File: config.mk
export PLATFORM = sky130hd
export DESIGN_NAME = tlbp_ram
export DESIGN_NICKNAME = d
export VERILOG_FILES = /design/src/sv/tlbp_ram.sv
export SDC_FILE = /design/constraint.sdc
export NUM_CORES = 1
export LEC_CHECK = 0
export BUFFER_PORTS_ARGS = -buffer_cell sky130_fd_sc_hd__buf_2
export CORE_ASPECT_RATIO = 1.2
export CORE_UTILIZATION = 45
export CTS_CLUSTER_SIZE = 25
export DETAILED_ROUTE_END_ITERATION = 12
export GPL_TIMING_DRIVEN = 1
export PLACE_DENSITY = 0.64
export SYNTH_ARGS = -nofsm -noshare
export SYNTH_HDL_FRONTEND = slang
export SYNTH_SLANG_ARGS = --single-unit
export TNS_END_PERCENT = 5
File: constraint.sdc
create_clock -name clk_i -period 2.1 [get_ports clk_i]
set_input_delay 0.315 -clock clk_i [delete_from_list [all_inputs] [get_ports clk_i]]
set_output_delay 0.315 -clock clk_i [all_outputs]
set_load 0.05 [all_outputs]
File: src/sv/tlbp_ram.sv
// generic single-port-write, registered-read ram
module tlbp_ram #(
  parameter int unsigned WIDTH = 8,
  parameter int unsigned DEPTH = 16
) (
  input  logic                                      clk_i,
  input  logic                                      we_i,
  input  logic [((DEPTH > 1) ? $clog2(DEPTH) : 1)-1:0] waddr_i,
  input  logic [WIDTH-1:0]                          wdata_i,
  input  logic [((DEPTH > 1) ? $clog2(DEPTH) : 1)-1:0] raddr_i,
  output logic [WIDTH-1:0]                          rdata_o
);

  logic [WIDTH-1:0] mem_q [DEPTH];

  always_ff @(posedge clk_i) begin
    if (we_i) begin
      mem_q[waddr_i] <= wdata_i;
    end
    rdata_o <= mem_q[raddr_i];
  end

endmodule

==> reports/metrics.yaml <==
floorplanning:
  coreArea_um2: 11100
  rows: 42
  die_area_um2: 11900
  start_util_pct: 46.4
  pin_count: 26
  die_h_um: 119
  dieWidth_um: 99.6
yosys:
  synthCells: 229
  ys.warnings.count: 0
  syn_area_um2: 5150
  ys_seq_elements: 136
  syn_avg_cell_area_um2: 22.5
  synth.yosys.seq_area_share_pct: 77.8
  yosysUniqueCellTypes: 19
  synth_fp_nets: 247
power_and_ir_drop:
  p_comb_share_pct: 5.3
  seqPwrFrac_pct: 48.6
  p_clk_share_pct: 46.0
  p_int_w: 0.00501
  switching_share_pct: 20.2
  p_sw_w: 0.00127
  vdd_drop_max_v: 0.000517
  leakagePower_nw: 2.10
  power_density_nw_per_um2: 1020
routing:
  first_iter_violations: 152
  dr.pass1.iters: 4
  routed_wl_um: 9140
  ant_nets: 0
  vias: 2378
  vias_per_cell: 5.28
  drc: 0
  avgRoutedWirePerCell_um: 20.3
sta:
  fin_tns_setup_ns: 0
  slew_headroom_pct: 61.2
  finalHoldViolations: 0
  fin_skew_ns: 0.00337
  setup_viol: 0
  holdWs_ns: 0.297
  drv_slew: 0
  fin_crit_ns: 1.36
  finalCritPeriodShare_pct: 64.9
  fmax_mhz: 734
  rsz0062_at_grt: "false"
  worst-slew-pin-transition_ns: 0.580
  finalWorstSetupSlack_ns: 0.738
global_routing:
  first_global_vias: 2434
  overflow: 0
  grt_pass1_wl_um: 14100
  grt_use_total_pct: 17.3
  grt_max_degree: 33
  antenna_found_initial: 0
layout:
  final.fill_count: 850
  drive_gt1_share_pct: 31.4
  antennaDiodeCount: 0
  layout_commonest_cell: "edfxtp_1"
  final_cell_mix: "edfxtp_1 (128), buf_2 (25), mux4_2 (18), buf_4 (18), clkbuf_16 (17)"
  final_core_util_pct: 55.4
  layout.cells.non_filler: 450
  seq_area_um2: 4000
  multi_input_comb_area_um2: 1060
  syn_to_final_growth_pct: 19.3
  nets: 301
worst_setup_path:
  critPathArrivalTime_ns: 1.65
  critPathKind: "in -> reg"
  max_stage_delay_ns: 0.60
  cp_num_buf_inv: 2
  critPathRequiredTime_ns: 2.38
  r2r-start: "mem_q[2][1]"
  path_cells: "buf_2 -> buf_12 -> mux4_1 -> a22oi_1 -> nand2_1"
  crit_fanout: 32
  cpMaxStageDelayCell: "mux4_1"
  critical_path.startpoint_type: "input port"
  end_kind: "flop"
  crit_path_start: "raddr_i[0]"
  critPathTopFamily: "multiplexers"
job:
  drv_cap: 0
clock_network:
  hold_buffers: 0
  cts_tree: "built"
  clk_latency_ns: 0.40
  post_cts_buffers: 0
  clock_sinks: 136
  htreeDepth: 4
  clkTransAtPathRegs_ns: 0.06
  post_cts_resized: 0
  root_buffer: "clkbuf_16"
  cts_max_path_buffers: 2
  numCtsBuffers: 17
worst_hold_path:
  hp-class: "in -> reg"
  min_from: "wdata_i[2]"
outcome:
  status: "finished, final reports clean"
placement:
  place_ws_ns: 0.319
  placed_cells: 418
  io_buffers: 25
  gp_congestion: 0.718
  dp_hpwl_um: 6030
-- routing by layer --
metal  global-route usage [%]  part of all wire, %  wire [µm]
met5                        0                    0          0
met4                     7.44                  1.5        139
met3                     4.69                  3.1        286
met2                     27.9                   52       4750
met1                     22.2                   43       3970
-- layout make-up --
| type | instances | share of cell area, % |
|---|---|---|
| multi-input cells | 83 | 17.2 |
| clock inverters | 14 | 2.55 |
| flip-flops and latches | 136 | 65.2 |
| clock buffers | 18 | 6.99 |
| well taps | 154 | 3.14 |
| repair buffers | 45 | 4.89 |
-- cell usage after synthesis --
cell | count | area share [%]
nor2b_1 | 1 | 0.12
or3b_2 | 1 | 0.17
buf_4 | 1 | 0.15
buf_2 | 3 | 0.29
nor3_1 | 4 | 0.39
and2_1 | 1 | 0.12
nand3_1 | 1 | 0.097
buf_6 | 3 | 0.66
mux4_1 | 14 | 7.1
edfxtp_1 | 128 | 75
nand3b_1 | 2 | 0.29
nor2_1 | 13 | 0.95
clkdlybuf4s25_2 | 3 | 0.58
dfxtp_1 | 8 | 3.1
mux4_2 | 18 | 7.9
a22oi_1 | 16 | 2.3
nand2b_1 | 2 | 0.24
and2b_1 | 1 | 0.15
nand2_1 | 9 | 0.66
-- sequential cells by signal (all words and copies together) (netlist names) --
signal and count:
mem_q 128, rdata_o 8
-- final timing paths --
path,cells after the start,slack (ns),end
worst max-delay path,5,0.74,rdata_o[4]
worst min-delay path,1,0.30,mem_q[10][2]
worst max register to register,3,0.76,rdata_o[1]
worst min register to register,3,0.67,rdata_o[3]
-- logic make-up after synthesis --
| kind of cell | synth area share, % |
|---|---|
| buf+inv | 1.68 |
| flops | 77.8 |
| mux | 15.0 |
| simple gates | 3.18 |
| compound gates | 2.33 |
-- power by group through the flow --
stage | sequential [W] | clock (W) | combinational (W)
2_1_floorplan | 0.00317 | 0 | 0.000154
3_3_place_gp | 0.00311 | 0 | 0.000334
3_5_place_dp | 0.00311 | 0 | 0.000340
4_1_cts | 0.00306 | 0.00293 | 0.000340
5_1_grt | 0.00306 | 0.00305 | 0.000360
6_report | 0.00305 | 0.00289 | 0.000335
-- worst register-to-register path: cells and delay by family (launching register included) --
| family | cells | cell delay [ns] |
|---|---|---|
| mux | 1 | 0.49 |
| simple gates | 1 | 0.09 |
| flops | 1 | 0.36 |
| compound gates | 1 | 0.28 |
-- through the flow --
step / instance area (µm²) / power, W
final: 6140 / 0.00628
after global routing: 6140 / 0.00647
after CTS: 6140 / 0.00633
after detailed placement: 5550 / 0.00345
after global placement: 5550 / 0.00345
after floorplan: 5150 / 0.00332
No activity file was read; power rests on OpenSTA's default activity.
