File: config.mk
export PLATFORM = sky130hd
export DESIGN_NAME = tlbp_refill
export DESIGN_NICKNAME = d
export VERILOG_FILES = /design/src/sv/tlbp_pkg.sv /design/src/sv/tlbp_refill.sv
export SDC_FILE = /design/constraint.sdc
export NUM_CORES = 2
export LEC_CHECK = 0
export ABC_CLOCK_PERIOD_IN_PS = 12600
export BUFFER_PORTS_ARGS = -buffer_cell sky130_fd_sc_hd__buf_2
export CAP_MARGIN = 30
export CORE_UTILIZATION = 60
export DETAILED_ROUTE_END_ITERATION = 8
export GPL_TIMING_DRIVEN = 0
export PLACE_DENSITY = 0.85
export SLEW_MARGIN = 15
export SYNTH_ARGS = -nofsm -noshare
export SYNTH_HDL_FRONTEND = slang
export SYNTH_SLANG_ARGS = --single-unit
File: constraint.sdc
create_clock -name clk_i -period 12.6 [get_ports clk_i]
set_input_delay 2.52 -clock clk_i [delete_from_list [all_inputs] [get_ports clk_i]]
set_output_delay 2.52 -clock clk_i [all_outputs]
set_load 0.005 [all_outputs]
File: src/sv/tlbp_pkg.sv
// shared types, constants and codes of the two-level token bucket policer
package tlbp_pkg;

  localparam int unsigned NETWORKS   = 16;
  localparam int unsigned PEER_SLOTS = 256;

  localparam int unsigned NET_AW  = (NETWORKS > 1) ? $clog2(NETWORKS) : 1;
  localparam int unsigned PEER_AW = (PEER_SLOTS > 1) ? $clog2(PEER_SLOTS) : 1;
  localparam int unsigned SLOT_AW = (NET_AW > PEER_AW) ? NET_AW : PEER_AW;

  localparam int unsigned KIND_W  = 2;
  localparam int unsigned TIME_W  = 48;
  localparam int unsigned NIDX_W  = 4;
  localparam int unsigned PIDX_W  = 8;
  localparam int unsigned BYTES_W = 16;
  localparam int unsigned RATE_W  = 40;
  localparam int unsigned BURST_W = 48;
  localparam int unsigned MULT_W  = 8;
  localparam int unsigned OUTC_W  = 3;
  localparam int unsigned DROP_W  = 32;

  localparam int unsigned IN_DATA_W  = 168;
  localparam int unsigned OUT_DATA_W = 32;
  localparam int unsigned OUT_USER_W = 4;

  localparam logic [MULT_W-1:0] MULT_RESET = 8'd2;

  // refill datapath
  localparam int unsigned MS_PER_SEC = 1000;
  localparam int unsigned CHUNK_W    = 16;
  localparam int unsigned MUL_STEPS  = 3;
  localparam int unsigned ACC_W      = RATE_W + TIME_W;
  localparam int unsigned SAT_BIT    = 58;
  localparam int unsigned DIV_BITS   = 4;
  localparam int unsigned DIV_W      = 60;
  localparam int unsigned DIV_STEPS  = DIV_W / DIV_BITS;
  localparam int unsigned REM_W      = 10;
  localparam int unsigned QUO_W      = 49;

  typedef enum logic [KIND_W-1:0] {
    KIND_PACKET   = 2'd0,
    KIND_SET_NET  = 2'd1,
    KIND_SET_PEER = 2'd2,
    KIND_SWEEP    = 2'd3
  } kind_e;

  typedef enum logic [OUTC_W-1:0] {
    OUTC_PASS     = 3'd0,
    OUTC_NET_DROP = 3'd1,
    OUTC_PEER_DROP = 3'd2,
    OUTC_SET_OK   = 3'd3,
    OUTC_SET_REJ  = 3'd4,
    OUTC_SWEPT    = 3'd5
  } outcome_e;

  typedef struct packed {
    logic [NIDX_W-1:0]  tag;
    logic [DROP_W-1:0]  drops;
    logic [TIME_W-1:0]  last_ms;
    logic [BURST_W-1:0] tokens;
    logic [BURST_W-1:0] burst;
    logic [RATE_W-1:0]  rate;
  } bucket_t;

  localparam int unsigned BUCKET_W = $bits(bucket_t);

endpackage

File: src/sv/tlbp_refill.sv
// lazy refill unit: min(burst, tokens + rate * elapsed / 1000)
module tlbp_refill (
  input  logic                           clk_i,
  input  logic                           rst_ni,
  input  logic                           start_i,
  input  logic [tlbp_pkg::RATE_W-1:0]    rate_i,
  input  logic [tlbp_pkg::BURST_W-1:0]   burst_i,
  input  logic [tlbp_pkg::BURST_W-1:0]   tokens_i,
  input  logic [tlbp_pkg::TIME_W-1:0]    last_i,
  input  logic [tlbp_pkg::TIME_W-1:0]    now_i,
  output logic                           done_o,
  output logic [tlbp_pkg::BURST_W-1:0]   tokens_o
);
  import tlbp_pkg::*;

  typedef enum logic [3:0] {
    R_IDLE = 4'b0001,
    R_MUL  = 4'b0010,
    R_DIV  = 4'b0100,
    R_FIN  = 4'b1000
  } rstate_e;

  rstate_e             state_q, state_d;
  logic [3:0]          cnt_q, cnt_d;
  logic [RATE_W-1:0]   rate_q, rate_d;
  logic [BURST_W-1:0]  burst_q, burst_d;
  logic [BURST_W-1:0]  tok_q, tok_d;
  logic [TIME_W-1:0]   dt_q, dt_d;
  logic [ACC_W-1:0]    acc_q, acc_d;
  logic [DIV_W-1:0]    p_q, p_d;
  logic [REM_W-1:0]    rem_q, rem_d;
  logic                sat_q, sat_d;
  logic                done_q, done_d;
  logic [BURST_W-1:0]  out_q, out_d;

  logic [CHUNK_W-1:0]          chunk;
  logic [RATE_W+CHUNK_W-1:0]   pp;
  logic [ACC_W-1:0]            acc_sum;
  logic [DIV_W-1:0]            p_step;
  logic [REM_W-1:0]            rem_step;
  logic [QUO_W:0]              fin_sum;

  assign chunk   = dt_q[cnt_q[1:0]*CHUNK_W +: CHUNK_W];
  assign pp      = rate_q * chunk;
  assign acc_sum = acc_q + (ACC_W'(pp) << (cnt_q[1:0]*CHUNK_W));
  assign fin_sum = (QUO_W+1)'(tok_q) + (QUO_W+1)'(p_q[QUO_W-1:0]);

  // four restoring steps of the divide by 1000
  always_comb begin
    logic [REM_W:0]   r;
    logic [DIV_W-1:0] pv;
    logic [REM_W-1:0] rv;
    pv = p_q;
    rv = rem_q;
    for (int j = 0; j < DIV_BITS; j++) begin
      r  = {rv, pv[DIV_W-1]};
      pv = {pv[DIV_W-2:0], 1'b0};
      if (r >= (REM_W+1)'(MS_PER_SEC)) begin
        r     = r - (REM_W+1)'(MS_PER_SEC);
        pv[0] = 1'b1;
      end
      rv = r[REM_W-1:0];
    end
    p_step   = pv;
    rem_step = rv;
  end

  always_comb begin
    state_d = state_q;
    cnt_d   = cnt_q;
    rate_d  = rate_q;
    burst_d = burst_q;
    tok_d   = tok_q;
    dt_d    = dt_q;
    acc_d   = acc_q;
    p_d     = p_q;
    rem_d   = rem_q;
    sat_d   = sat_q;
    done_d  = 1'b0;
    out_d   = out_q;
    case (state_q)
      R_IDLE: begin
        if (start_i) begin
          rate_d  = rate_i;
          burst_d = burst_i;
          tok_d   = tokens_i;
          dt_d    = now_i - last_i;
          acc_d   = '0;
          cnt_d   = '0;
          state_d = R_MUL;
        end
      end
      R_MUL: begin
        acc_d = acc_sum;
        cnt_d = cnt_q + 4'd1;
        if (cnt_q == 4'(MUL_STEPS - 1)) begin
          sat_d   = |acc_sum[ACC_W-1:SAT_BIT];
          p_d     = DIV_W'(acc_sum[SAT_BIT-1:0]);
          rem_d   = '0;
          cnt_d   = '0;
          state_d = R_DIV;
        end
      end
      R_DIV: begin
        p_d   = p_step;
        rem_d = rem_step;
        cnt_d = cnt_q + 4'd1;
        if (cnt_q == 4'(DIV_STEPS - 1)) begin
          state_d = R_FIN;
        end
      end
      R_FIN: begin
        if (sat_q || fin_sum >= (QUO_W+1)'(burst_q)) begin
          out_d = burst_q;
        end else begin
          out_d = fin_sum[BURST_W-1:0];
        end
        done_d  = 1'b1;
        state_d = R_IDLE;
      end
      default: state_d = R_IDLE;
    endcase
  end

  always_ff @(posedge clk_i or negedge rst_ni) begin
    if (!rst_ni) begin
      state_q <= R_IDLE;
      cnt_q   <= '0;
      done_q  <= 1'b0;
    end else begin
      state_q <= state_d;
      cnt_q   <= cnt_d;
      done_q  <= done_d;
    end
  end

  always_ff @(posedge clk_i) begin
    rate_q  <= rate_d;
    burst_q <= burst_d;
    tok_q   <= tok_d;
    dt_q    <= dt_d;
    acc_q   <= acc_d;
    p_q     <= p_d;
    rem_q   <= rem_d;
    sat_q   <= sat_d;
    out_q   <= out_d;
  end

  assign done_o   = done_q;
  assign tokens_o = out_q;

endmodule

==> flow_metrics.tcl <==
set metrics [dict create \
    startpoint "cnt_q[0]" \
    start_util_pct 61.0 \
    ys_ff_latch 400 \
    detail-route-antenna-nets 0 \
    grt_pass1_vias 39500 \
    drive_gt1_share_pct 11.1 \
    slew_headroom_pct 28.6 \
    critPathRequiredTime_ns 12.97 \
    io-pin-count 284 \
    drtIter0Drc 3979 \
    skew_ns 0.0414 \
    worst_setup_path_end_kind "flip-flop" \
    drv_slew 0 \
    die_h_um 283 \
    layout_setup_ws_ns 0.192 \
    grt_use_met3_pct 7.89 \
    final.period_utilization_pct 98.5 \
    drv_cap 0 \
    cp.arrival_ns 12.77 \
    min_path_type "reg2reg" \
    synth_warnings 0 \
    avgSynthCellArea_um2 9.20 \
    path_class "reg2reg" \
    synth_flop_cell "edfxtp_1" \
    synth_area_um2 47500 \
    vias 39700 \
    outcome "complete, no violations" \
    synth_commonest_cells "inv_1 (790), nand2_1 (738), fa_1 (533), edfxtp_1 (391), ha_1 (364)" \
    hold_viol 0 \
    grt_max_degree 97 \
    tightestPinTransition_ns 1.06 \
    final_cells 6614 \
    clock_latency_ns 0.63 \
    clkSlewWorstSetupHoldPaths_ns 0.07 \
    fp.coreArea_um2 78000 \
    synth_seq_area_share_pct 25.2 \
    critPathMaxStageDelay_ns 0.61 \
    yosysMostFrequentCell "inv_1" \
    vias_per_cell 6.00 \
    antenna_found_initial 12 \
    crit_fanout 10 \
    grt.total_usage_pct 34.1 \
    clock_sinks 400 \
    fp.dieW_um 283 \
    async_flop_share_pct 2.25 \
    synth_cell_type_count 104 \
    reg2reg_from "cnt_q[0]" \
    use_met2_pct 55.0 \
    area_growth_pct 11.3 \
    max_freq_mhz 80.6 \
    synth_top_area_share_pct 24.7 \
    critPathCapture "sat_q" \
    syn_nets 6299 \
    grt.busiest_layer "met2" \
    dp_cells 6510 \
    synth_edf_count 391 \
    gp_congestion 1.03 \
    hpwlAfterDp_mm 110 \
    rrSetupSlack_ns 0.19 \
    finalCriticalPeriod_ns 12.41 \
    final-setup-viol-count 0 \
    path_depth 43 \
    cts_tree "done" \
    grt_pass1_wl_mm 215 \
    fin_nets 6658 \
    critPathMostFrequentCell "fa_1" \
    io_buffers 283 \
    cts_max_path_buffers 3 \
    wl_per_cell_um 21.0 \
    use_met1_pct 45.4 \
    drt_wl_total_mm 139 \
    startpoint_type "flip-flop" \
    yosys-top-cells-area "edfxtp_1 (25%), fa_1 (22%), ha_1 (9.6%), inv_1 (6.2%), nand2_1 (5.8%)" \
    rows 102 \
    ctsHoldBuffers 0 \
    reg2reg_depth 43 \
    die-area_um2 80300 \
    htree_levels 2 \
    root_buffer "clkbuf_16" \
    drtPass1Iterations 6 \
    cp_top_family "compound AO/OA/AOI/OAI gates" \
    drc 0 \
    grt-ovfl-total 0 \
    reg2reg_to "sat_q" \
    yosys.area.top_type "edfxtp_1" \
    cts_buffers 48 \
    dp_slack_ns -2.67 \
    cp_slowest_cell "fa_1" \
    crit_buf_inv 8 \
    netlist_instances 5167 \
    hold_slack_ns 0.524 \
]
==> registers in the layout (all words and copies together) (netlist names), 4 cells and up <==
name and flops:
tokens_o 48, state_q 4, burst_q 48, cnt_q 4, dt_q 48, p_q 60, rate_q 40, tok_q 48
acc_q 88, rem_q 10
==> logic make-up after synthesis <==
group                    share of synthesized area [%]
flip-flops                                        25.2
multiplexers                                      2.22
AO/OA/AOI/OAI                                     12.7
XOR/XNOR                                          4.20
AND/OR/NAND/NOR                                   15.8
buffers and inverters                             7.87
adder cells (fa/ha/maj)                           32.0
==> worst min-delay path by stage <==
stage	slack (ns)	startpoint	endpoint	cells after the start
floorplan	0.50	p_q[49]	p_q[53]	2
global placement	0.52	p_q[55]	p_q[59]	1
detailed placement	0.52	p_q[55]	p_q[59]	1
CTS	0.53	p_q[55]	p_q[59]	1
global route	0.55	p_q[55]	p_q[59]	1
finish	0.52	p_q[55]	p_q[59]	1
==> layout by cell type (no fill, tap or decap), types with 25 or more instances in the layout <==
master     Yosys  routed
buf_4          3      32
nor2_1       291     290
edfxtp_1     391     391
o21ai_0      226     209
clkbuf_16      0      48
and2_1       225     224
mux2_2        35      35
nor3_1        39      39
and3_1        28      27
o21bai_1      52      52
buf_2          8     300
nand2b_1      51      51
nand3_1       40      40
o21a_1        25      25
nand4_1       53      53
ha_1         364     356
clkbuf_1     177     127
xnor2_1      151     148
fa_1         533     532
mux2i_1       42      39
nand2_1      738     734
a21o_1       108     108
inv_1        790     788
nor2b_1       48      48
xor2_1        77      71
a21oi_1      302     288
==> metal layers <==
layer  routed length [um]  up-vias  share of wire, %
li1                     -    17900                 -
met1                54200    19300                39
met2                64300     2100                46
met3                14900      370                11
met4                 5250        4               3.8
met5                   34        -             0.025
==> repair_timing <==
action / CTS / global route
pin swaps: 2 / 20
buffers inserted: 4 / 10
setup endpoints to repair: 61 / 6
gates resized for setup: 98 / 146
==> per-stage QoR <==
stage	TNS [ns]	instance area (um2)	util, %
CTS	0	52400	67.2
global placement	-42.85	50200	64.4
floorplan	0	47500	-
finish	0	52900	67.8
global route	-0.160	52900	67.8
detailed placement	-50.31	50500	64.8
==> area by class of cell <==
cell class,count,area [um2]
diodes,10,25.0
plain buffers,188,906
clock buffers,57,1250
clock inverters,31,339
fillers,5924,25100
inverters,791,2980
multi-input cells,3780,32400
flip-flops and latches,400,12000
well taps,1040,1300
repair buffers,317,1740
Power is not shown: default switching activity piles up to over one toggle a cycle in this logic, so the estimate is an artifact.
